==> src/wma_pkg.sv <==
// Shared constants for the warm-up moving-average filter.
package wma_pkg;

  // Default ring depth and sample width.
  localparam int DEF_DEPTH        = 8;
  localparam int DEF_SAMPLE_WIDTH = 24;

  // Width of the samples_held result field.
  localparam int HELD_WIDTH = 4;

endpackage

==> src/warmup_moving_average_core.sv <==
// Top level of the warm-up moving-average filter.
// Boxcar moving average over the last DEPTH samples, with a warm-up phase:
// until DEPTH samples have arrived after reset, the mean is taken over the
// samples received so far, and samples_held reports that count. Each result
// is the sum of held samples divided by the count, truncated toward zero.
// Every accepted item yields exactly one result item. The engine divides
// a SUM_W-bit sum, where SUM_W = SAMPLE_WIDTH + clog2(DEPTH), with a serial
// divider that produces one quotient bit per cycle. A two-entry input queue
// and a result register let both sides stall independently. No clearing
// pass is needed after reset.
module warmup_moving_average_core #(
  parameter int DEPTH        = wma_pkg::DEF_DEPTH,
  parameter int SAMPLE_WIDTH = wma_pkg::DEF_SAMPLE_WIDTH,
  localparam int IN_W  = ((SAMPLE_WIDTH + 7) / 8) * 8,
  localparam int OUT_W = ((SAMPLE_WIDTH + wma_pkg::HELD_WIDTH + 7) / 8) * 8
) (
  input  logic             clk,
  input  logic             rst_n,
  input  logic             in_tvalid,
  output logic             in_tready,
  input  logic [IN_W-1:0]  in_tdata,   // sample
  output logic             out_tvalid,
  input  logic             out_tready,
  output logic [OUT_W-1:0] out_tdata   // average, samples_held
);

  logic                    q_valid;
  logic                    q_ready;
  logic [SAMPLE_WIDTH-1:0] q_sample;

  // Input queue.
  wma_front #(
    .SAMPLE_WIDTH (SAMPLE_WIDTH)
  ) u_front (
    .clk       (clk),
    .rst_n     (rst_n),
    .in_tvalid (in_tvalid),
    .in_tready (in_tready),
    .in_tdata  (in_tdata),
    .q_valid   (q_valid),
    .q_ready   (q_ready),
    .q_sample  (q_sample)
  );

  // Filter engine.
  wma_back #(
    .DEPTH        (DEPTH),
    .SAMPLE_WIDTH (SAMPLE_WIDTH)
  ) u_back (
    .clk        (clk),
    .rst_n      (rst_n),
    .q_valid    (q_valid),
    .q_ready    (q_ready),
    .q_sample   (q_sample),
    .out_tvalid (out_tvalid),
    .out_tready (out_tready),
    .out_tdata  (out_tdata)
  );

endmodule

==> src/wma_ram.sv <==
// Generic single-write, single-read RAM with a registered read port.
module wma_ram #(
  parameter int WIDTH = 8,
  parameter int DEPTH = 8,
  localparam int AW = (DEPTH > 1) ? $clog2(DEPTH) : 1
) (
  input  logic             clk,
  input  logic             we,
  input  logic [AW-1:0]    waddr,
  input  logic [WIDTH-1:0] wdata,
  input  logic [AW-1:0]    raddr,
  output logic [WIDTH-1:0] rdata
);

  logic [WIDTH-1:0] mem [DEPTH];

  // Write port and registered read port.
  always_ff @(posedge clk) begin
    if (we) begin
      mem[waddr] <= wdata;
    end
    rdata <= mem[raddr];
  end

endmodule

==> src/wma_front.sv <==
// Input side: accepts sample items and queues them for the filter engine.
module wma_front #(
  parameter int SAMPLE_WIDTH = wma_pkg::DEF_SAMPLE_WIDTH,
  localparam int IN_W = ((SAMPLE_WIDTH + 7) / 8) * 8
) (
  input  logic                    clk,
  input  logic                    rst_n,
  input  logic                    in_tvalid,
  output logic                    in_tready,
  input  logic [IN_W-1:0]         in_tdata,
  output logic                    q_valid,
  input  logic                    q_ready,
  output logic [SAMPLE_WIDTH-1:0] q_sample
);

  logic [SAMPLE_WIDTH-1:0] slot_r [2];
  logic                    wr_ptr_r;
  logic                    rd_ptr_r;
  logic [1:0]              count_r;
  logic                    push;
  logic                    pop;

  // Bits above the sample width are dropped when a sample is written to the queue.
  assign in_tready = (count_r != 2'd2);
  assign q_valid   = (count_r != 2'd0);
  assign q_sample  = slot_r[rd_ptr_r];
  assign push      = in_tvalid && in_tready;
  assign pop       = q_valid && q_ready;

  // Two-entry queue storage, no reset needed on payload.
  always_ff @(posedge clk) begin
    if (push) begin
      slot_r[wr_ptr_r] <= in_tdata[SAMPLE_WIDTH-1:0];
    end
  end

  // Queue pointers and occupancy.
  always_ff @(posedge clk) begin
    if (!rst_n) begin
      wr_ptr_r <= 1'b0;
      rd_ptr_r <= 1'b0;
      count_r  <= 2'd0;
    end else begin
      if (push) begin
        wr_ptr_r <= ~wr_ptr_r;
      end
      if (pop) begin
        rd_ptr_r <= ~rd_ptr_r;
      end
      if (push && !pop) begin
        count_r <= count_r + 2'd1;
      end else if (pop && !push) begin
        count_r <= count_r - 2'd1;
      end
    end
  end

endmodule

==> src/wma_back.sv <==
// Filter engine: ring update, running sum, serial divide and result register.
module wma_back #(
  parameter int DEPTH        = wma_pkg::DEF_DEPTH,
  parameter int SAMPLE_WIDTH = wma_pkg::DEF_SAMPLE_WIDTH,
  localparam int OUT_W = ((SAMPLE_WIDTH + wma_pkg::HELD_WIDTH + 7) / 8) * 8
) (
  input  logic                    clk,
  input  logic                    rst_n,
  input  logic                    q_valid,
  output logic                    q_ready,
  input  logic [SAMPLE_WIDTH-1:0] q_sample,
  output logic                    out_tvalid,
  input  logic                    out_tready,
  output logic [OUT_W-1:0]        out_tdata
);

  localparam int AW     = (DEPTH > 1) ? $clog2(DEPTH) : 1;
  localparam int SUM_W  = SAMPLE_WIDTH + $clog2(DEPTH);
  localparam int CNT_W  = $clog2(DEPTH + 1);
  localparam int BITS_W = $clog2(SUM_W + 1);
  localparam int HELD_W = wma_pkg::HELD_WIDTH;

  typedef enum logic [2:0] {
    ST_IDLE,
    ST_READ,
    ST_PREP,
    ST_DIV,
    ST_OUT
  } state_t;

  state_t                     state_r;
  logic signed [SAMPLE_WIDTH-1:0] sample_r;
  logic [AW-1:0]              wp_r;
  logic [CNT_W-1:0]           cnt_r;
  logic signed [SUM_W-1:0]    sum_r;
  logic                       neg_r;
  logic [SUM_W-1:0]           quo_r;
  logic [CNT_W-1:0]           rem_r;
  logic [BITS_W-1:0]          bits_r;
  logic                       out_valid_r;
  logic [SAMPLE_WIDTH-1:0]    out_avg_r;
  logic [HELD_W-1:0]          out_held_r;

  logic [SAMPLE_WIDTH-1:0]    ram_rdata;
  logic                       ram_we;
  logic                       full;
  logic signed [SAMPLE_WIDTH-1:0] old_s;
  logic signed [SUM_W:0]      acc;
  logic [CNT_W:0]             rem_sh;
  logic [CNT_W:0]             diff;
  logic [SUM_W-1:0]           quo_neg;
  logic [HELD_W+CNT_W-1:0]    held_ext;
  logic                       out_free;

  // Sample ring; reads are issued on the cycle an item is popped.
  wma_ram #(
    .WIDTH (SAMPLE_WIDTH),
    .DEPTH (DEPTH)
  ) u_ring (
    .clk   (clk),
    .we    (ram_we),
    .waddr (wp_r),
    .wdata (sample_r),
    .raddr (wp_r),
    .rdata (ram_rdata)
  );

  // Slots not yet written since reset hold undefined data; they are exactly those
  // at or above the fill count, so ring data is used only once the ring is full.
  assign full    = (cnt_r == CNT_W'(DEPTH));
  assign old_s   = full ? $signed(ram_rdata) : '0;
  assign acc     = (SUM_W+1)'(sum_r) - (SUM_W+1)'(old_s) + (SUM_W+1)'(sample_r);
  assign ram_we  = (state_r == ST_READ);
  assign q_ready = (state_r == ST_IDLE);

  // One restoring step of the unsigned divide of |sum| by the fill count.
  assign rem_sh  = {rem_r, quo_r[SUM_W-1]};
  assign diff    = rem_sh - {1'b0, cnt_r};
  assign quo_neg = SUM_W'(0) - quo_r;

  // Fill count masked to the result field.
  assign held_ext = {{HELD_W{1'b0}}, cnt_r};
  assign out_free = !out_valid_r || out_tready;

  // Sequencer, datapath registers and output register.
  always_ff @(posedge clk) begin
    if (!rst_n) begin
      state_r     <= ST_IDLE;
      wp_r        <= '0;
      cnt_r       <= '0;
      sum_r       <= '0;
      out_valid_r <= 1'b0;
    end else begin
      // A taken result clears the register unless the next one loads it.
      if (out_valid_r && out_tready && (state_r != ST_OUT)) begin
        out_valid_r <= 1'b0;
      end
      unique case (state_r)
        ST_IDLE: begin
          if (q_valid) begin
            sample_r <= q_sample;
            state_r  <= ST_READ;
          end
        end
        ST_READ: begin
          sum_r <= acc[SUM_W-1:0];
          if (wp_r == AW'(DEPTH - 1)) begin
            wp_r <= '0;
          end else begin
            wp_r <= wp_r + AW'(1);
          end
          if (!full) begin
            cnt_r <= cnt_r + CNT_W'(1);
          end
          state_r <= ST_PREP;
        end
        ST_PREP: begin
          neg_r   <= sum_r[SUM_W-1];
          quo_r   <= sum_r[SUM_W-1] ? (SUM_W'(0) - sum_r) : sum_r;
          rem_r   <= '0;
          bits_r  <= BITS_W'(SUM_W);
          state_r <= ST_DIV;
        end
        ST_DIV: begin
          if (!diff[CNT_W]) begin
            rem_r <= diff[CNT_W-1:0];
          end else begin
            rem_r <= rem_sh[CNT_W-1:0];
          end
          quo_r  <= {quo_r[SUM_W-2:0], ~diff[CNT_W]};
          bits_r <= bits_r - BITS_W'(1);
          if (bits_r == BITS_W'(1)) begin
            state_r <= ST_OUT;
          end
        end
        ST_OUT: begin
          if (out_free) begin
            out_valid_r <= 1'b1;
            out_avg_r   <= neg_r ? quo_neg[SAMPLE_WIDTH-1:0] : quo_r[SAMPLE_WIDTH-1:0];
            out_held_r  <= held_ext[HELD_W-1:0];
            state_r     <= ST_IDLE;
          end
        end
        default: begin
          state_r <= ST_IDLE;
        end
      endcase
    end
  end

  assign out_tvalid = out_valid_r;
  assign out_tdata  = OUT_W'({out_held_r, out_avg_r});

endmodule
==> config.mk <==
export PLATFORM = sky130hd
export DESIGN_NAME = warmup_moving_average_core
export DESIGN_NICKNAME = d
export VERILOG_FILES = /design/src/wma_pkg.sv /design/src/warmup_moving_average_core.sv /design/src/wma_ram.sv /design/src/wma_front.sv /design/src/wma_back.sv
export SDC_FILE = /design/constraint.sdc
export NUM_CORES = 1
export LEC_CHECK = 0
export CORE_MARGIN = 2
export CORE_UTILIZATION = 30
export DETAILED_ROUTE_END_ITERATION = 16
export DONT_BUFFER_PORTS = 1
export PLACE_DENSITY = 0.48
export SLEW_MARGIN = 10
export SYNTH_ARGS = -nofsm -noshare
export SYNTH_HDL_FRONTEND = slang
export SYNTH_SLANG_ARGS = --single-unit
==> constraint.sdc <==
create_clock -name clk -period 5.9 [get_ports clk]
set_input_delay 0.295 -clock clk [delete_from_list [all_inputs] [get_ports clk]]
set_output_delay 0.295 -clock clk [all_outputs]
set_load 0.005 [all_outputs]
==> out/metrics.yaml, run 1 <==
routing:
  ant_nets: 0
  drtPass1Iterations: 4
  drcViolationCount: 0
  vias: 10071
  wl_um: 39400
  drt_iter0_drc: 844
  viasPerCell: 4.67
  wl_per_cell_um: 18.3
pwr:
  p_seq_frac: 0.408
  internal_power_mw: 6.29
  power_density_mw_per_mm2: 479
  comb_power_share: 0.316
  p_leak_nw: 6.96
  vdd_drop_max_v: 0.000271
  p_clk_frac: 0.276
  switchingPower_mw: 3.26
  switching_share: 0.342
die:
  fp.dieArea_sq_mm: 0.0597
  dieHeight_um: 244
  die_w_um: 244
  ios: 62
  core_sq_mm: 0.0574
  initial_core_util: 0.302
  rows: 88
synth:
  seq_area_frac_synth: 0.646
  yosysWarnings: 0
  synthArstFlopShare: 0
  synthCells: 1317
  synth_edf_count: 329
  syn_avg_cell_area_sq_um: 13.2
  synth_ff_type: "edfxtp_1"
  ys_ff_latch: 395
  ys_types: 66
  synthTopCellsByArea: "edfxtp_1 (57%), dfxtp_1 (7.6%), a22oi_1 (4.2%), fa_1 (3.1%), xnor2_1 (2.9%)"
  yosysTopAreaCell: "edfxtp_1"
  synth_area_sq_mm: 0.0173
  netlist.area_leader.share: 0.570
grt:
  use_met3: 0.0286
  grt_first_pass_wirelength_um: 62100
  gr-max-usage-layer: "met2"
  antenna_found_initial: 2
  grtUsageTotal: 0.134
  grt_overflow: 0
  grtUsageMet1: 0.195
  grt_pass1_vias: 10301
  gr-usage-met2: 0.204
  grt_max_degree: 56
worst_setup_path:
  cp.arrival_ns: 4.72
  startpoint: "u_back.cnt_r[1]"
  end_kind: "flop"
  path_cells: "inv_1 -> ha_1 -> and3_1 -> and2_1 -> fa_1 -> inv_1 -> ha_1 -> and3_4 -> a221o_1 -> a221oi_1 -> a211oi_2 -> a221oi_1 -> o311a_1 -> o21ai_0"
  critical_path_class: "reg -> reg"
  slowest_delay_ns: 0.48
  worst-path-max-fanout: 26
  cp.required_ns: 6.37
  reg2reg_from: "u_back.cnt_r[1]"
  slowest_stage: "fa_1"
  startpoint_type: "flop"
sta:
  maxSlewViolCount: 0
  timing.hold.ws_ns: 0.0754
  setup_violations: 0
  fin_crit_sh: 0.720
  tightest_slew_ns: 0.935
  fin_ws_ns: 1.65
  skew_ns: 0.0264
  grt_setup_unrepaired: "no"
  slew_headroom: 0.371
  max_freq_ghz: 0.235
  min_period_ns: 4.25
  final.setup.tns_ns: 0
  final-hold-violation-count: 0
clock_tree:
  postCtsSetupRepairBufs: 0
  clk_latency_ns: 0.59
  cts.sinks: 395
  clockBufferDepth: 3
  cts_resized: 0
  cts_tree: "done"
  numCtsBuffers: 43
  cts_max_level: 2
  clkTransAtPathRegs_ns: 0.06
  root_buffer: "clkbuf_16"
cells_and_area:
  regArea_sq_mm: 0.0112
  finalNetCount: 1452
  drive_above_1_share: 0.100
  num_antenna_cells: 0
  multi_input_area_sq_mm: 0.00552
  fin_cells: 2155
  nFillCells: 5639
  final_area_sq_mm: 0.0199
  syn2layout_area_growth_pct: 15.0
placement:
  post-place-ws_ns: 1.62
  placed_cell_area_sq_mm: 0.0183
  port-buffer-count: 0
  place.gp.congestion: 0.777
  dp.cells: 2050
  dp_hpwl_um: 24800
worst_hold_path:
  hp-start: "in_tvalid"
  hp-class: "in -> reg"
status:
  outcome: "finished clean"
job:
  max_cap_viol_count: 0
[timing repair]
item / 4_1_cts / 5_1_grt
hold buffers: 27 / 0
hold endpoints to repair: 79 / 0
endpoints found under the setup margin: 0 / 0
[per-stage QoR]
stage	util	total power, mW
2_1_floorplan	-	6.13
3_3_place_gp	0.319	6.92
3_5_place_dp	0.319	6.96
4_1_cts	0.348	9.65
5_1_grt	0.348	10.2
6_report	0.348	9.55
[kinds of logic after synthesis]
logic type | count (synthesis) | share of synthesized area
buffers and inverters | 177 | 0.0392
other | 1 | 0.000216
flip-flops | 395 | 0.646
adder cells (fa/ha/maj) | 67 | 0.0600
multiplexers | 29 | 0.0185
AO/OA/AOI/OAI | 267 | 0.107
XOR/XNOR | 74 | 0.0374
AND/OR/NAND/NOR | 307 | 0.0916
[sequential cells by signal, summed over array words and instances (netlist names), 2 cells and up]
register,flops
u_back.wp_r,3
u_back.bits_r,5
u_back.sample_r,24
u_back.out_avg_r,24
u_back.u_ring.rdata,24
u_back.cnt_r,4
u_back.rem_r,4
u_front.slot_r,48
u_back.quo_r,27
u_back.state_r,3
u_back.out_held_r,4
u_back.u_ring.mem,192
u_front.count_r,2
u_back.sum_r,27
[worst paths after layout]
check | endpoint | slack, ns | cells past startpoint
worst max-delay path | u_back.sum_r[23] | 1.65 | 14
worst min-delay path | u_front.wr_ptr_r | 0.08 | 3
worst max register to register | u_back.sum_r[23] | 1.65 | 14
worst min register to register | u_back.sum_r[14] | 0.46 | 2
[worst max-delay path, delay by kind of cell, from the launching register on]
kind,cells,cell delay (ns)
adders and majority gates,3,1.01
DFF,1,0.44
AOI/OAI and AO/OA,6,1.60
buffers and inverters,2,0.14
and+or+nand+nor,3,0.95
[power by group through the flow]
| stage | Combinational [mW] | Sequential [mW] | Clock, mW |
|---|---|---|---|
| after global placement | 2.98 | 3.94 | 0 |
| after detailed placement | 3.00 | 3.96 | 0 |
| after global routing | 3.44 | 3.96 | 2.82 |
| after floorplan | 2.33 | 3.80 | 0 |
| final | 3.02 | 3.90 | 2.64 |
| after CTS | 3.04 | 3.90 | 2.71 |
[cells in the mapped netlist, types with 5 or more instances]
| library cell | count |
|---|---|
| a21boi_0 | 10 |
| a21o_1 | 10 |
| a21oi_1 | 26 |
| a22oi_1 | 97 |
| and2_1 | 41 |
| and3_1 | 19 |
| clkbuf_1 | 47 |
| dfxtp_1 | 66 |
| edfxtp_1 | 329 |
| fa_1 | 27 |
| ha_1 | 40 |
| inv_1 | 124 |
| mux2_2 | 24 |
| mux2i_1 | 5 |
| nand2_1 | 107 |
| nand2b_1 | 6 |
| nand3_1 | 13 |
| nand4_1 | 29 |
| nor2_1 | 32 |
| nor2b_1 | 6 |
| nor3_1 | 15 |
| nor3b_1 | 5 |
| nor4_1 | 6 |
| o21ai_0 | 60 |
| o31ai_1 | 13 |
| or3_1 | 7 |
| xnor2_1 | 58 |
| xor2_1 | 16 |
[routing by layer]
metal | routed length (um) | share of wire
met1 | 19900 | 0.50
met2 | 17100 | 0.43
met3 | 1560 | 0.040
met4 | 862 | 0.022
met5 | 0 | 0
[placed cells by master (no fill, tap or decap), types with 29 or more instances in the layout]
master / Yosys / routed
inv_1: 124 / 124
o21ai_0: 60 / 60
edfxtp_1: 329 / 329
dfxtp_1: 66 / 66
a22oi_1: 97 / 97
clkbuf_16: 0 / 43
xnor2_1: 58 / 58
ha_1: 40 / 40
and2_1: 41 / 41
nand2_1: 107 / 107
nor2_1: 32 / 29
nand4_1: 29 / 29
[final cells by class]
class,instances,share of cell area
sequential,395,0.562
clock inverter,19,0.00828
timing repair buffer,45,0.0208
tap,765,0.0480
inverter,124,0.0233
clock buffer,59,0.0610
multi-input combinational,748,0.277
No activity file was read; power rests on OpenSTA's default activity.
==> inputs of run 2 (changes only) <==
==> constraint.sdc (replaced) <==
create_clock -name clk -period 4.3 [get_ports clk]
set_input_delay 0.215 -clock clk [delete_from_list [all_inputs] [get_ports clk]]
set_output_delay 0.215 -clock clk [all_outputs]
set_load 0.005 [all_outputs]
==> run 2 against run 1 <==
Against the previous run: clock power grew 32%; combinational power is 39% higher; worst setup slack got worse by 1.4 ns; non-clock buffer count rose by 5; largest power group unchanged; sequential share of layout area is essentially flat; flip-flop and latch count is the same; utilization barely moved; hold slack got worse by 0.025 ns; highest routed layer unchanged; die area unchanged; global-route usage is 0.26 points lower.
==> out/metrics.yaml, run 2 (same netlist as run 1, synthesis figures left out) <==
status:
  outcome: "finished clean"
worst_setup_path:
  end_kind: "flop"
  slowest_delay_ns: 0.47  # about the same
  r2r_slack_ns: 0.24  # -1.41 ns
  path_depth: 14  # unchanged
  path_cells: "inv_1 -> ha_1 -> and3_1 -> and2_1 -> fa_1 -> inv_1 -> ha_1 -> and3_4 -> a221o_1 -> a21o_1 -> a31o_2 -> and3_1 -> or2_0 -> a221o_1"
  worst-path-buf-inv: 2  # unchanged
  slowest_stage: "fa_1"
  worst_r2r_path_depth: 14  # unchanged
  critical_path_class: "reg -> reg"
  cp_top_family: "simple AND/OR/NAND/NOR gates"
  cp.arrival_ns: 4.52  # -0.20 ns
  cp.required_ns: 4.75  # -1.62 ns
  startpoint_type: "flop"
  worst-path-max-fanout: 16  # -38%
grt:
  grt_max_degree: 39  # -30%
  grt_overflow: 0  # unchanged
  grt_pass1_vias: 10148  # -1.5%
  grtUsageTotal: 0.132  # -0.00256
  grt_first_pass_wirelength_um: 61100  # -1.6%
  antenna_found_initial: 1  # -1
clock_tree:
  cts_max_level: 2  # unchanged
  clkTransAtPathRegs_ns: 0.06  # about the same
  clk_latency_ns: 0.58  # about the same
  root_buffer: "clkbuf_16"
  clockBufferDepth: 3  # unchanged
  cts_tree: "done"
  numCtsBuffers: 43  # unchanged
  cts.sinks: 395  # unchanged
cells_and_area:
  syn2layout_area_growth_pct: 14.9  # about the same
  final_area_sq_mm: 0.0199  # about the same
  regMostFlops: "u_back.u_ring.mem"
  final_core_util: 0.347  # about the same
  fin_cells: 2158  # +0.14%
  finalNetCount: 1457  # +0.34%
  num_antenna_cells: 0  # unchanged
  reg_top3: "u_back.u_ring.mem x192, u_front.slot_r x48"
  final_cell_mix: "edfxtp_1 (329), inv_1 (124), nand2_1 (107), a22oi_1 (97), dfxtp_1 (66)"
  largest_reg_flops: 192  # unchanged
  final_common_cell: "edfxtp_1"
  drive_above_1_share: 0.0933  # -0.00668
die:
  dieHeight_um: 244  # unchanged
  ios: 62  # unchanged
  initial_core_util: 0.302  # unchanged
  fp.dieArea_sq_mm: 0.0597  # unchanged
  die_w_um: 244  # unchanged
  core_sq_mm: 0.0574  # unchanged
  rows: 88  # unchanged
routing:
  drcViolationCount: 0  # unchanged
  ant_nets: 0  # unchanged
  viasPerCell: 4.69  # +0.43%
  drtPass1Iterations: 5  # +1
  drt_iter0_drc: 719  # -15%
  wl_per_cell_um: 18.0  # -1.4%
  wl_um: 38900  # -1.3%
  vias: 10128  # +0.57%
sta:
  grt_setup_unrepaired: "no"
  max_freq_ghz: 0.246  # +4.6%
  maxSlewViolCount: 0  # unchanged
  skew_ns: 0.0153  # -0.0111 ns
  slew_headroom: 0.398  # +0.0273
  final.setup.tns_ns: 0  # unchanged
  fin_crit_sh: 0.945  # +0.225
  setup_violations: 0  # unchanged
  min_period_ns: 4.06  # -0.186 ns
  tightest_slew_ns: 0.894  # -0.0405 ns
  final-hold-violation-count: 0  # unchanged
pwr:
  p_leak_nw: 6.95  # -0.10%
  vdd_drop_max_v: 0.000335  # +24%
  power_mw: 13.0  # +36%
  power_density_mw_per_mm2: 653  # +36%
job:
  max_cap_viol_count: 0  # unchanged
placement:
  dp_hpwl_um: 24600  # -0.70%
  port-buffer-count: 0  # unchanged
  place.gp.congestion: 0.789  # +1.6%
  placed_cell_area_sq_mm: 0.0183  # +0.13%
  dp.cells: 2053  # +0.15%
worst_hold_path:
  hp-class: "in -> reg"
  whs_path_depth: 2  # -1
## run 2: routing by layer
metal	vias to the layer above	track usage	wire length, um
li1	4924	-	-
met1	4937	0.194	19600
met2	220	0.200	16800
met3	47	0.0221	1780
met4	0	0.0337	661
met5	-	0	0
## run 2: layout make-up
class	count	area [sq um]
sequential	395	11200
multi-input combinational	748	5530
inverter	124	465
clock buffer	58	1140
clock inverter	18	169
tap	765	957
fill	5611	37400
timing repair buffer	50	458
## run 2: per-stage QoR
step / hold WS [ns] / setup WS, ns
5_1_grt: 0.0427 / 0.0316
3_3_place_gp: 0.314 / 0.288
6_report: 0.0501 / 0.235
3_5_place_dp: 0.314 / 0.152
4_1_cts: 0.00666 / 0.122
2_1_floorplan: 0.314 / 0.457
## run 2: path summary, 6_finish.rpt
| kind | start | to |
|---|---|---|
| min reg2reg | u_back.sum_r[14] | u_back.sum_r[14] |
| max reg2reg | u_back.cnt_r[0] | u_back.sum_r[24] |
| max | u_back.cnt_r[0] | u_back.sum_r[24] |
| min | rst_n | u_back.sum_r[12] |
## run 2: repair_timing
item | in CTS | in global routing
setup buffers | 0 | 0
hold endpoints to repair | 80 | 0
resized for setup | 0 | 3
setup endpoints to repair | 0 | 5
hold buffers | 29 | 0
## run 2: worst register-to-register path, stage by stage (launching register included)
cell     delay, ns
dfxtp_1       0.40
inv_1         0.11
ha_1          0.20
and3_1        0.33
and2_1        0.25
fa_1          0.47
inv_1         0.04
ha_1          0.35
and3_4        0.23
a221o_1       0.39
a21o_1        0.19
a31o_2        0.28
and3_1        0.19
or2_0         0.20
a221o_1       0.30
## run 2: power breakdown
part           switching, mW  internal (mW)
Combinational           2.51           1.69
Sequential             0.434           4.90
Clock                   1.49           1.99
